**config.mk**
```make
export PLATFORM = sky130hd
export DESIGN_NAME = greedy_interval_cover_flat
export DESIGN_NICKNAME = d
export VERILOG_FILES = /design/src/gic_pkg.sv /design/src/gic_if.sv /design/src/gic_scan.sv /design/src/greedy_interval_cover.sv /design/src/flat_wrapper.sv
export SDC_FILE = /design/constraint.sdc
export NUM_CORES = 2
export LEC_CHECK = 0
export ABC_CLOCK_PERIOD_IN_PS = 10400
export BUFFER_PORTS_ARGS = -buffer_cell sky130_fd_sc_hd__buf_2
export CORE_MARGIN = 2
export CORE_UTILIZATION = 50
export CTS_CLUSTER_SIZE = 20
export DETAILED_ROUTE_END_ITERATION = 8
export GPL_TIMING_DRIVEN = 1
export PLACE_DENSITY_LB_ADDON = 0.08
export SKIP_LAST_GASP = 1
export SLEW_MARGIN = 20
export SYNTH_ARGS = -nofsm -noshare
export SYNTH_HDL_FRONTEND = slang
export SYNTH_MEMORY_MAX_BITS = 65536
export SYNTH_SLANG_ARGS = --single-unit
```
**constraint.sdc**
```tcl
create_clock -name clk -period 10.4 [get_ports clk]
set_input_delay 0 -clock clk [delete_from_list [all_inputs] [get_ports clk]]
set_output_delay 0 -clock clk [all_outputs]
set_load 0.05 [all_outputs]
```
**src/gic_pkg.sv**
```systemverilog
// Package for the greedy interval cover block.
// Holds the shared constants, result status codes, sequencer states and the
// scan-unit control struct. It depends on nothing.
package gic_pkg;

    localparam int MAX_SEGMENTS_DEF = 64;
    localparam int COORD_BITS_DEF   = 17;

    // Width and reset value of the target register
    localparam int                  TARGET_BITS  = 16;
    localparam logic [TARGET_BITS-1:0] TARGET_RESET = 16'd1;

    // The cover run holds the start segment plus at most RESULT_CAP-1 steps
    localparam int RESULT_CAP = 64;
    localparam int CAP_BITS   = $clog2(RESULT_CAP);

    localparam int STATUS_BITS = 2;
    localparam logic [STATUS_BITS-1:0] ST_COVER    = 2'd0;
    localparam logic [STATUS_BITS-1:0] ST_NONE     = 2'd1;
    localparam logic [STATUS_BITS-1:0] ST_OVERFLOW = 2'd2;

    typedef enum logic [2:0] {
        S_LOAD,
        S_CHECK,
        S_SCAN,
        S_DECIDE,
        S_EMIT_START,
        S_EMIT_RD,
        S_EMIT_WR,
        S_FAIL
    } state_t;

    // Control of the shared compare unit
    typedef struct packed {
        logic clear;   // drop the current best candidate
        logic sample;  // candidate data on the unit's inputs is valid
    } scan_ctl_t;

endpackage

```
**src/gic_if.sv**
```systemverilog
// Channel interfaces of the greedy interval cover block.
// seg_if carries input segments, cover_if carries cover results.
// Depends on gic_pkg for the status width.
interface seg_if #(
    parameter int COORD_BITS = gic_pkg::COORD_BITS_DEF
);
    logic                         valid;
    logic                         ready;
    logic signed [COORD_BITS-1:0] seg_left;
    logic signed [COORD_BITS-1:0] seg_right;
    logic                         last_segment;

    modport source (output valid, output seg_left, output seg_right,
                    output last_segment, input ready);
    modport sink   (input valid, input seg_left, input seg_right,
                    input last_segment, output ready);
endinterface

interface cover_if #(
    parameter int COORD_BITS = gic_pkg::COORD_BITS_DEF
);
    logic                              valid;
    logic                              ready;
    logic signed [COORD_BITS-1:0]      cover_left;
    logic signed [COORD_BITS-1:0]      cover_right;
    logic [gic_pkg::STATUS_BITS-1:0]   status;
    logic                              last_result;

    modport source (output valid, output cover_left, output cover_right,
                    output status, output last_result, input ready);
    modport sink   (input valid, input cover_left, input cover_right,
                    input status, input last_result, output ready);
endinterface

```
**src/gic_scan.sv**
```systemverilog
// Shared compare unit of the greedy interval cover block.
// Keeps the best candidate of one scan pass. Depends on gic_pkg.
module gic_scan #(
    parameter int COORD_BITS = gic_pkg::COORD_BITS_DEF
) (
    input  logic                         clk,
    input  logic                         rst_n,
    input  gic_pkg::scan_ctl_t           ctl,
    input  logic signed [COORD_BITS-1:0] reach,
    input  logic signed [COORD_BITS-1:0] cand_left,
    input  logic signed [COORD_BITS-1:0] cand_right,
    output logic                         have,
    output logic signed [COORD_BITS-1:0] best_left,
    output logic signed [COORD_BITS-1:0] best_right
);

    logic                         have_reg;
    logic                         have_next;
    logic signed [COORD_BITS-1:0] best_left_reg;
    logic signed [COORD_BITS-1:0] best_left_next;
    logic signed [COORD_BITS-1:0] best_right_reg;
    logic signed [COORD_BITS-1:0] best_right_next;
    logic                         take;

    // Take a reachable candidate with larger right, larger left on a tie
    always_comb
    begin
        take = ctl.sample && (cand_left <= reach) &&
               (!have_reg || (cand_right > best_right_reg) ||
                ((cand_right == best_right_reg) && (cand_left > best_left_reg)));
        have_next       = have_reg;
        best_left_next  = best_left_reg;
        best_right_next = best_right_reg;
        if (ctl.clear)
        begin
            have_next = 1'b0;
        end
        else if (take)
        begin
            have_next       = 1'b1;
            best_left_next  = cand_left;
            best_right_next = cand_right;
        end
    end

    always_ff @(posedge clk or negedge rst_n)
    begin
        if (!rst_n)
        begin
            have_reg <= 1'b0;
        end
        else
        begin
            have_reg <= have_next;
        end
    end

    always_ff @(posedge clk)
    begin
        best_left_reg  <= best_left_next;
        best_right_reg <= best_right_next;
    end

    assign have       = have_reg;
    assign best_left  = best_left_reg;
    assign best_right = best_right_reg;

endmodule

```
**src/greedy_interval_cover.sv**
```systemverilog
// Greedy minimum interval cover: load segments one beat per cycle, then cover [0,target_end].
// Throughput: one non-final segment beat per cycle; the input is held off from the final
// beat until the last result of the run is loaded. Each greedy step is a reach check, a scan
// with one store read per cycle through the shared compare unit and a decision; then a final
// reach check, the start beat, and a cover read and write per further beat, plus stalls.
// Reset (rst_n, async, active low) clears the set, sets target_end to 1, keeps the memories.
module greedy_interval_cover #(
    parameter int MAX_SEGMENTS = gic_pkg::MAX_SEGMENTS_DEF,
    parameter int COORD_BITS   = gic_pkg::COORD_BITS_DEF
) (
    input  logic                             clk,
    input  logic                             rst_n,
    input  logic                             cfg_wr_en,
    input  logic [gic_pkg::TARGET_BITS-1:0]  cfg_wr_data,
    seg_if.sink                              seg,
    cover_if.source                          result
);

    // Store address width and a count wide enough to hold MAX_SEGMENTS itself
    localparam int AW    = (MAX_SEGMENTS > 1) ? $clog2(MAX_SEGMENTS) : 1;
    localparam int CNT_W = $clog2(MAX_SEGMENTS + 1);
    // Signed compare width that holds both a coordinate and the unsigned target
    localparam int CMP_W = (COORD_BITS > gic_pkg::TARGET_BITS) ?
                           COORD_BITS : gic_pkg::TARGET_BITS + 1;
    localparam int CB    = gic_pkg::CAP_BITS;

    // ------------------------------------------------------------------
    // Registers
    // ------------------------------------------------------------------
    gic_pkg::state_t                  state_reg, state_next;
    logic [gic_pkg::TARGET_BITS-1:0]  target_reg;
    logic [CNT_W-1:0]                 count_reg, count_next;
    logic                             start_found_reg, start_found_next;
    logic signed [COORD_BITS-1:0]     start_left_reg, start_left_next;
    logic signed [COORD_BITS-1:0]     start_right_reg, start_right_next;
    logic                             ovfl_reg, ovfl_next;
    logic signed [COORD_BITS-1:0]     reach_reg, reach_next;
    logic [CB-1:0]                    n_reg, n_next;
    logic [CB-1:0]                    k_reg, k_next;
    logic [CNT_W-1:0]                 scan_idx_reg, scan_idx_next;
    logic                             rd_pend_reg, rd_pend_next;

    // Output register
    logic                             out_valid_reg, out_valid_next;
    logic signed [COORD_BITS-1:0]     out_left_reg, out_left_next;
    logic signed [COORD_BITS-1:0]     out_right_reg, out_right_next;
    logic [gic_pkg::STATUS_BITS-1:0]  out_status_reg, out_status_next;
    logic                             out_last_reg, out_last_next;

    // Segment store and chosen-cover memory
    logic signed [COORD_BITS-1:0] store_left_mem  [MAX_SEGMENTS];
    logic signed [COORD_BITS-1:0] store_right_mem [MAX_SEGMENTS];
    logic signed [COORD_BITS-1:0] cover_left_mem  [gic_pkg::RESULT_CAP];
    logic signed [COORD_BITS-1:0] cover_right_mem [gic_pkg::RESULT_CAP];
    logic signed [COORD_BITS-1:0] rd_left_reg, rd_right_reg;
    logic signed [COORD_BITS-1:0] cv_left_reg, cv_right_reg;

    // ------------------------------------------------------------------
    // Combinational signals
    // ------------------------------------------------------------------
    logic                         accept;
    logic                         out_free;
    logic                         store_we;
    logic                         cover_we;
    logic signed [CMP_W-1:0]      tgt_cmp;
    logic signed [CMP_W-1:0]      left_cmp;
    logic signed [CMP_W-1:0]      reach_cmp;
    logic                         is_start;
    logic                         is_storable;
    gic_pkg::scan_ctl_t           scan_ctl;
    logic                         best_have;
    logic signed [COORD_BITS-1:0] best_left;
    logic signed [COORD_BITS-1:0] best_right;
    logic [gic_pkg::STATUS_BITS-1:0] run_status;

    assign accept   = seg.valid && seg.ready;
    assign out_free = !out_valid_reg || result.ready;

    assign tgt_cmp   = CMP_W'($signed({1'b0, target_reg}));
    assign left_cmp  = CMP_W'(seg.seg_left);
    assign reach_cmp = CMP_W'(reach_reg);

    // Classify the incoming segment: a start segment contains 0, a storable
    // one neither lies wholly right of the target nor wholly left of 0
    assign is_start    = (seg.seg_left <= 0) && (seg.seg_right >= 0);
    assign is_storable = !is_start && !(left_cmp > tgt_cmp) && !(seg.seg_right < 0);

    assign run_status = ovfl_reg ? gic_pkg::ST_OVERFLOW : gic_pkg::ST_COVER;

    // Shared compare unit: sees one store entry per cycle during a scan
    gic_scan #(
        .COORD_BITS (COORD_BITS)
    ) u_scan (
        .clk        (clk),
        .rst_n      (rst_n),
        .ctl        (scan_ctl),
        .reach      (reach_reg),
        .cand_left  (rd_left_reg),
        .cand_right (rd_right_reg),
        .have       (best_have),
        .best_left  (best_left),
        .best_right (best_right)
    );

    // ------------------------------------------------------------------
    // Sequencer
    // ------------------------------------------------------------------
    always_comb
    begin
        state_next       = state_reg;
        count_next       = count_reg;
        start_found_next = start_found_reg;
        start_left_next  = start_left_reg;
        start_right_next = start_right_reg;
        ovfl_next        = ovfl_reg;
        reach_next       = reach_reg;
        n_next           = n_reg;
        k_next           = k_reg;
        scan_idx_next    = scan_idx_reg;
        rd_pend_next     = 1'b0;
        out_valid_next   = out_valid_reg && !result.ready;
        out_left_next    = out_left_reg;
        out_right_next   = out_right_reg;
        out_status_next  = out_status_reg;
        out_last_next    = out_last_reg;
        store_we         = 1'b0;
        cover_we         = 1'b0;
        scan_ctl.clear   = 1'b0;
        scan_ctl.sample  = rd_pend_reg;
        seg.ready        = 1'b0;

        case (state_reg)
            gic_pkg::S_LOAD:
            begin
                seg.ready = 1'b1;
                if (accept)
                begin
                    if (is_start)
                    begin
                        // Keep the furthest-reaching start; first seen wins ties
                        if (!start_found_reg || (seg.seg_right > start_right_reg))
                        begin
                            start_found_next = 1'b1;
                            start_left_next  = seg.seg_left;
                            start_right_next = seg.seg_right;
                        end
                    end
                    else if (is_storable)
                    begin
                        if (count_reg < CNT_W'(MAX_SEGMENTS))
                        begin
                            store_we   = 1'b1;
                            count_next = count_reg + CNT_W'(1);
                        end
                        else
                        begin
                            ovfl_next = 1'b1;
                        end
                    end
                    if (seg.last_segment)
                    begin
                        n_next     = '0;
                        reach_next = start_right_next;
                        state_next = start_found_next ? gic_pkg::S_CHECK : gic_pkg::S_FAIL;
                    end
                end
            end

            gic_pkg::S_CHECK:
            begin
                if (reach_cmp < tgt_cmp)
                begin
                    scan_idx_next  = '0;
                    scan_ctl.clear = 1'b1;
                    state_next     = gic_pkg::S_SCAN;
                end
                else
                begin
                    state_next = gic_pkg::S_EMIT_START;
                end
            end

            gic_pkg::S_SCAN:
            begin
                // Issue one store read per cycle; the registered data reaches the unit in the next cycle
                if (scan_idx_reg < count_reg)
                begin
                    rd_pend_next  = 1'b1;
                    scan_idx_next = scan_idx_reg + CNT_W'(1);
                end
                else if (!rd_pend_reg)
                begin
                    state_next = gic_pkg::S_DECIDE;
                end
            end

            gic_pkg::S_DECIDE:
            begin
                if (!best_have || (best_right <= reach_reg) ||
                    (n_reg == CB'(gic_pkg::RESULT_CAP - 1)))
                begin
                    state_next = gic_pkg::S_FAIL;
                end
                else
                begin
                    cover_we   = 1'b1;
                    n_next     = n_reg + CB'(1);
                    reach_next = best_right;
                    state_next = gic_pkg::S_CHECK;
                end
            end

            gic_pkg::S_EMIT_START:
            begin
                if (out_free)
                begin
                    out_valid_next  = 1'b1;
                    out_left_next   = start_left_reg;
                    out_right_next  = start_right_reg;
                    out_status_next = run_status;
                    out_last_next   = (n_reg == '0);
                    k_next          = '0;
                    if (n_reg == '0)
                    begin
                        count_next       = '0;
                        start_found_next = 1'b0;
                        start_left_next  = '0;
                        start_right_next = '0;
                        ovfl_next        = 1'b0;
                        state_next       = gic_pkg::S_LOAD;
                    end
                    else
                    begin
                        state_next = gic_pkg::S_EMIT_RD;
                    end
                end
            end

            gic_pkg::S_EMIT_RD:
            begin
                // Wait for the cover memory read at k
                state_next = gic_pkg::S_EMIT_WR;
            end

            gic_pkg::S_EMIT_WR:
            begin
                if (out_free)
                begin
                    out_valid_next  = 1'b1;
                    out_left_next   = cv_left_reg;
                    out_right_next  = cv_right_reg;
                    out_status_next = run_status;
                    out_last_next   = (k_reg == n_reg - CB'(1));
                    k_next          = k_reg + CB'(1);
                    if (k_reg == n_reg - CB'(1))
                    begin
                        count_next       = '0;
                        start_found_next = 1'b0;
                        start_left_next  = '0;
                        start_right_next = '0;
                        ovfl_next        = 1'b0;
                        state_next       = gic_pkg::S_LOAD;
                    end
                    else
                    begin
                        state_next = gic_pkg::S_EMIT_RD;
                    end
                end
            end

            gic_pkg::S_FAIL:
            begin
                // No start, a gap, or too many steps: one no-solution beat
                if (out_free)
                begin
                    out_valid_next   = 1'b1;
                    out_left_next    = '0;
                    out_right_next   = '0;
                    out_status_next  = gic_pkg::ST_NONE;
                    out_last_next    = 1'b1;
                    count_next       = '0;
                    start_found_next = 1'b0;
                    start_left_next  = '0;
                    start_right_next = '0;
                    ovfl_next        = 1'b0;
                    state_next       = gic_pkg::S_LOAD;
                end
            end

            default:
            begin
                state_next = gic_pkg::S_LOAD;
            end
        endcase
    end

    always_ff @(posedge clk or negedge rst_n)
    begin
        if (!rst_n)
        begin
            state_reg       <= gic_pkg::S_LOAD;
            target_reg      <= gic_pkg::TARGET_RESET;
            count_reg       <= '0;
            start_found_reg <= 1'b0;
            start_left_reg  <= '0;
            start_right_reg <= '0;
            ovfl_reg        <= 1'b0;
            n_reg           <= '0;
            k_reg           <= '0;
            scan_idx_reg    <= '0;
            rd_pend_reg     <= 1'b0;
            out_valid_reg   <= 1'b0;
        end
        else
        begin
            state_reg       <= state_next;
            count_reg       <= count_next;
            start_found_reg <= start_found_next;
            start_left_reg  <= start_left_next;
            start_right_reg <= start_right_next;
            ovfl_reg        <= ovfl_next;
            n_reg           <= n_next;
            k_reg           <= k_next;
            scan_idx_reg    <= scan_idx_next;
            rd_pend_reg     <= rd_pend_next;
            out_valid_reg   <= out_valid_next;
            if (cfg_wr_en)
            begin
                target_reg <= cfg_wr_data;
            end
        end
    end

    // Payload registers: no reset
    always_ff @(posedge clk)
    begin
        reach_reg      <= reach_next;
        out_left_reg   <= out_left_next;
        out_right_reg  <= out_right_next;
        out_status_reg <= out_status_next;
        out_last_reg   <= out_last_next;
    end

    // Segment store: write at the fill count, registered read at the scan index
    always_ff @(posedge clk)
    begin
        if (store_we)
        begin
            store_left_mem[count_reg[AW-1:0]]  <= seg.seg_left;
            store_right_mem[count_reg[AW-1:0]] <= seg.seg_right;
        end
        rd_left_reg  <= store_left_mem[scan_idx_reg[AW-1:0]];
        rd_right_reg <= store_right_mem[scan_idx_reg[AW-1:0]];
    end

    // Chosen cover segments in order of reach
    always_ff @(posedge clk)
    begin
        if (cover_we)
        begin
            cover_left_mem[n_reg]  <= best_left;
            cover_right_mem[n_reg] <= best_right;
        end
        cv_left_reg  <= cover_left_mem[k_reg];
        cv_right_reg <= cover_right_mem[k_reg];
    end

    assign result.valid       = out_valid_reg;
    assign result.cover_left  = out_left_reg;
    assign result.cover_right = out_right_reg;
    assign result.status      = out_status_reg;
    assign result.last_result = out_last_reg;

endmodule

```
**src/flat_wrapper.sv**
```systemverilog
// flat-port wrapper written by rule: the top's interface ports become plain ports
module greedy_interval_cover_flat 
#(
    parameter int MAX_SEGMENTS = gic_pkg::MAX_SEGMENTS_DEF,
    parameter int COORD_BITS   = gic_pkg::COORD_BITS_DEF
)
  (clk, rst_n, cfg_wr_en, cfg_wr_data, seg_valid, seg_seg_left, seg_seg_right, seg_last_segment, seg_ready, result_valid, result_cover_left, result_cover_right, result_status, result_last_result, result_ready);
  seg_if #(.COORD_BITS(COORD_BITS)) seg_i ();
  cover_if #(.COORD_BITS(COORD_BITS)) result_i ();
  input  logic clk;
  input  logic rst_n;
  input  logic cfg_wr_en;
  input  logic [gic_pkg::TARGET_BITS-1:0] cfg_wr_data;
  input wire logic [$bits(seg_i.valid)-1:0] seg_valid;
  input wire logic [$bits(seg_i.seg_left)-1:0] seg_seg_left;
  input wire logic [$bits(seg_i.seg_right)-1:0] seg_seg_right;
  input wire logic [$bits(seg_i.last_segment)-1:0] seg_last_segment;
  output wire logic [$bits(seg_i.ready)-1:0] seg_ready;
  output wire logic [$bits(result_i.valid)-1:0] result_valid;
  output wire logic [$bits(result_i.cover_left)-1:0] result_cover_left;
  output wire logic [$bits(result_i.cover_right)-1:0] result_cover_right;
  output wire logic [$bits(result_i.status)-1:0] result_status;
  output wire logic [$bits(result_i.last_result)-1:0] result_last_result;
  input wire logic [$bits(result_i.ready)-1:0] result_ready;
  assign seg_i.valid = seg_valid;
  assign seg_i.seg_left = seg_seg_left;
  assign seg_i.seg_right = seg_seg_right;
  assign seg_i.last_segment = seg_last_segment;
  assign seg_ready = seg_i.ready;
  assign result_valid = result_i.valid;
  assign result_cover_left = result_i.cover_left;
  assign result_cover_right = result_i.cover_right;
  assign result_status = result_i.status;
  assign result_last_result = result_i.last_result;
  assign result_i.ready = result_ready;
  greedy_interval_cover #(.MAX_SEGMENTS(MAX_SEGMENTS), .COORD_BITS(COORD_BITS)) u_core (.clk(clk), .rst_n(rst_n), .cfg_wr_en(cfg_wr_en), .cfg_wr_data(cfg_wr_data), .seg(seg_i), .result(result_i));
endmodule
```
==> results <==
- The flow ran to the end, and the final reports show no timing, DRC or antenna violations.
- After layout, the worst path uses 48.8% of the clock period.
- The capture point of the worst reg-to-reg path is u_core.cover_left_mem[13][12].
- The summed instance area of the synthesized netlist is 177,000 µm².
- By area the synthesized netlist is led by edfxtp_1 75%, mux4_2 18%, dfrtp_1 1.2%.
- The share of total power in combinational logic is 18.7%.
- For the worst flop-to-flop path, the logic depth is 6.
- The global placer's final weighted congestion is 0.852.
- The number of enable flip-flop cells after synthesis is 4,440.
- The final wirelength is 478,000 µm.
- The slew at the pin closest to its max-slew limit is 1.17 ns.
- Buffers placed on the I/O ports in this run total 94.
- The static leakage is 61.8 nW.
- Clock-pin slew was measured on the worst setup and hold paths at 0.06 ns.
- For this configuration, the core starts out at a cell density of 50.2%.
- The critical path is of the reg -> reg type.
- The number of buffers and inverters on the critical path is 2.
- The cell with the biggest individual delay on the critical path is nor3_1.
- From synthesis to final layout, the design area changed by 13.9%.
- For this run, the leading register cell type out of synthesis is edfxtp_1.
- Global routing used 26.9% of the available tracks across all layers.
- The number of global-route vias before repair is 84,025.
- The placed wire-length estimate is 274,000 µm.
- The area of the core is 352,000 µm².
- The clock network is responsible for 35.9% of the overall power.
- The floorplan step set the die width to 599 µm.
- The first-pass iteration count of the detailed router is 6.
- The final sum of negative setup slack is 0 ns.
- After synthesis, the most frequently instantiated cells are 4,440 x edfxtp_1, 1,428 x mux4_2, 192 x clkbuf_1.
- The longest clock path from root to sink contains 4 buffers.
- Dividing the detail-routed via count by the number of cells gives 6.32.
- The worst ir drop on vdd is 0.000269 V.
- The number of nets produced by synthesis is 7,594.
- Of the cells placed in the final design, the portion with a size suffix greater than 1 is 31.5%.
- The number of antenna violations at the first check in global routing is 30.
- For the final database, setup skew stands at 0.0347 ns.
- The net switching power is 0.0123 W.
- The highest clock rate is 0.197 GHz.
- The max-slew violation total from the final report was 0.
- The die span in y is 599 µm.
- The filler cell count in the final layout is 25,525.
- In this run the power density over the cells is 233 nW/µm².
- The power share of the sequential group is 45.4%.
- After detailed routing, the number of remaining DRC violations is 0.
- Counting the buffers created by CTS gives 464.
- The first global-routing pass estimated 669,000 µm of wire.
- Of all cell types, the one taking the most synthesized area is edfxtp_1.
- The most numerous cell in the Yosys netlist is edfxtp_1.
- The clock period minus worst slack is 5.07 ns.
- Net switching is 26.3% of the power.
- The synthesized instance count is 7,411.
- The share of flip-flops with an asynchronous set or reset is 1.83%.
- In this run the clock root is driven by a clkbuf_16.
- Summing the sequential cell areas from Yosys gives 77.4% of the chip area.
- In this run the register-to-register setup slack is 5.33 ns.
- Averaged over all synthesized cells, the footprint is 23.8 µm².
- The reg-to-reg startpoint is u_core.state_reg[1].
- STA puts the critical path data required time at 10.99 ns.
- The floorplan has 218 rows.
- The worst setup path is captured at a register.
- The number of warnings issued by yosys is 0.
- The insertion delay to the later sink of the worst-skew pair is 0.98 ns.
- The worst hold path begins at result_ready.
- The number of maximum-capacitance constraint violations is 0.
- After detailed routing, the average wire length per cell comes to 36.5 µm.
- The worst setup path is launched from a register.
- The cell family contributing the most delay on the critical path is simple AND/OR/NAND/NOR gates.
- The pin count of the biggest net entering global routing is 150.
- The die covers 358,000 µm².
- In the final design database the tool counted 8,156 nets.
- Along the worst path, the maximum fanout reaches 23.
- For the worst setup path, the data arrival time is 5.66 ns.
- Clock tree synthesis found a total of 4,592 sinks.
- The worst hold path passes through 4 cells.
- The worst-case headroom to the max-slew limit is 21.9%.
- In this run the worst setup path begins at u_core.state_reg[1].
- For this run, the slowest stage of the critical path takes 0.91 ns.
- The count of distinct cell types in the synthesized netlist is 68.
- The tightest min-delay check is of the in -> reg type.
- For this design the top-level I/O count stands at 95.
- Setup violations remaining at the end of the flow were counted as 0.
- The number of H-tree levels is 5.
- The number of gates resized after CTS was 0.
- The count of state elements after synthesis is 4,592.
- The hold violation count in the final report is 0.
- The number of routed nets with antenna violations is 0.
- The total overflow left after global routing is 0.
- The detailed-route via count is 82,822.
- The internal portion of the total power is 0.0346 W.
- The top cell type's share of synthesized area is 75.4%.
- The CTS tree is yes.
- Setup repair after global routing left no endpoint under its margin.
- The number of DRC violations after detailed-routing iteration 0 is 10,227.
- For hold timing, the worst endpoint is u_core.result.valid.
- Cells fill 57.2% of the core in the end.
- The critical path goes through inv_1, nor3_1, nand3_1, or3_1, nor2_4, buf_4.
## how the worst max path moves through the flow
stage | to | slack [ns] | cells after the start
2_1_floorplan | u_core.u_scan.best_left[0] | 4.77 | 8
3_3_place_gp | u_core.store_right_mem[14][13] | 5.02 | 11
3_5_place_dp | u_core.cover_left_mem[13][1] | 5.49 | 10
4_1_cts | u_core.cover_left_mem[13][0] | 5.48 | 10
5_1_grt | u_core.cover_left_mem[13][8] | 5.05 | 6
6_report | u_core.cover_left_mem[13][12] | 5.33 | 6
## layer usage
layer  routed length (µm)  vias to the layer above  track usage (%)
met3                33000                      618             4.06
met4                15100                        0             8.20
met1               189000                    45848             37.0
met2               241000                     3372             44.7
li1                     -                    32984                -
met5                    0                        -                0
## power groups by stage
stage                     Combinational, W  Sequential (W)  Clock, W
after floorplan                    0.00597          0.0215         0
after CTS                          0.00889          0.0213    0.0171
after detailed placement           0.00881          0.0217         0
final                              0.00878          0.0213    0.0168
after global placement             0.00879          0.0217         0
after global routing               0.00929          0.0213    0.0178
## cell families after synthesis
| kind of cell | synth area share [%] |
|---|---|
| flip-flops | 77.4 |
| multiplexers | 18.3 |
| AND/OR/NAND/NOR | 1.24 |
| buffers and inverters | 1.16 |
| AO/OA/AOI/OAI | 0.938 |
| adder cells (fa/ha/maj) | 0.899 |
| XOR/XNOR | 0.0545 |
## final cells by class
class,instances,area (µm²),area share [%]
Sequential cell,4592,137000,68.0
Clock buffer,610,12700,6.33
Tap cell,4730,5920,2.94
Clock inverter,251,2640,1.31
Antenna cell,14,35.0,0.0174
Multi-Input combinational cell,2335,38900,19.3
Inverter,108,405,0.201
Timing Repair Buffer,472,3820,1.90
## per-stage QoR
step                hold WS, ns  power [W]  instance area, µm²  setup WS, ns  cells
global route             0.0569     0.0484              201000          5.05  13104
global placement        -0.0374     0.0305              185000          5.02  12123
CTS                      0.0148     0.0473              201000          5.48  13097
finish                   0.0895     0.0469              201000          5.33  13112
floorplan                -0.296     0.0275              177000          4.77   7411
detailed placement      -0.0331     0.0305              185000          5.49  12127
## tightest hold or removal path: cells and delay by family
kind                   cells  cell delay, ns
AND/OR/NAND/NOR            2            0.37
buffers and inverters      2            0.64
## cells in the final DEF (no fill, tap or decap), types with 13 or more instances in the layout
master / instances
edfxtp_1: 4440
mux4_2: 1428
clkbuf_16: 476
buf_4: 252
nand2_1: 148
nor2_4: 128
ha_1: 127
dlygate4sd3_1: 108
inv_1: 107
clkbuf_1: 102
o21ai_0: 96
buf_2: 93
clkinv_1: 81
clkinv_2: 76
dfrtp_1: 71
dfxtp_1: 68
a21oi_1: 60
nor2_1: 56
bufinv_16: 50
nand3_1: 38
a22o_1: 33
clkbuf_8: 32
clkinvlp_4: 23
nand4_1: 20
mux2i_1: 18
nor3_1: 17
buf_12: 17
diode_2: 14
or3_1: 14
a21o_1: 13
nor2b_1: 13
## timing repair
| action | CTS | global route |
|---|---|---|
| setup buffers | 0 | 0 |
| endpoints found under the hold margin | 2160 | 0 |
| hold buffers | 109 | 0 |
No activity file was read; power rests on OpenSTA's default activity.
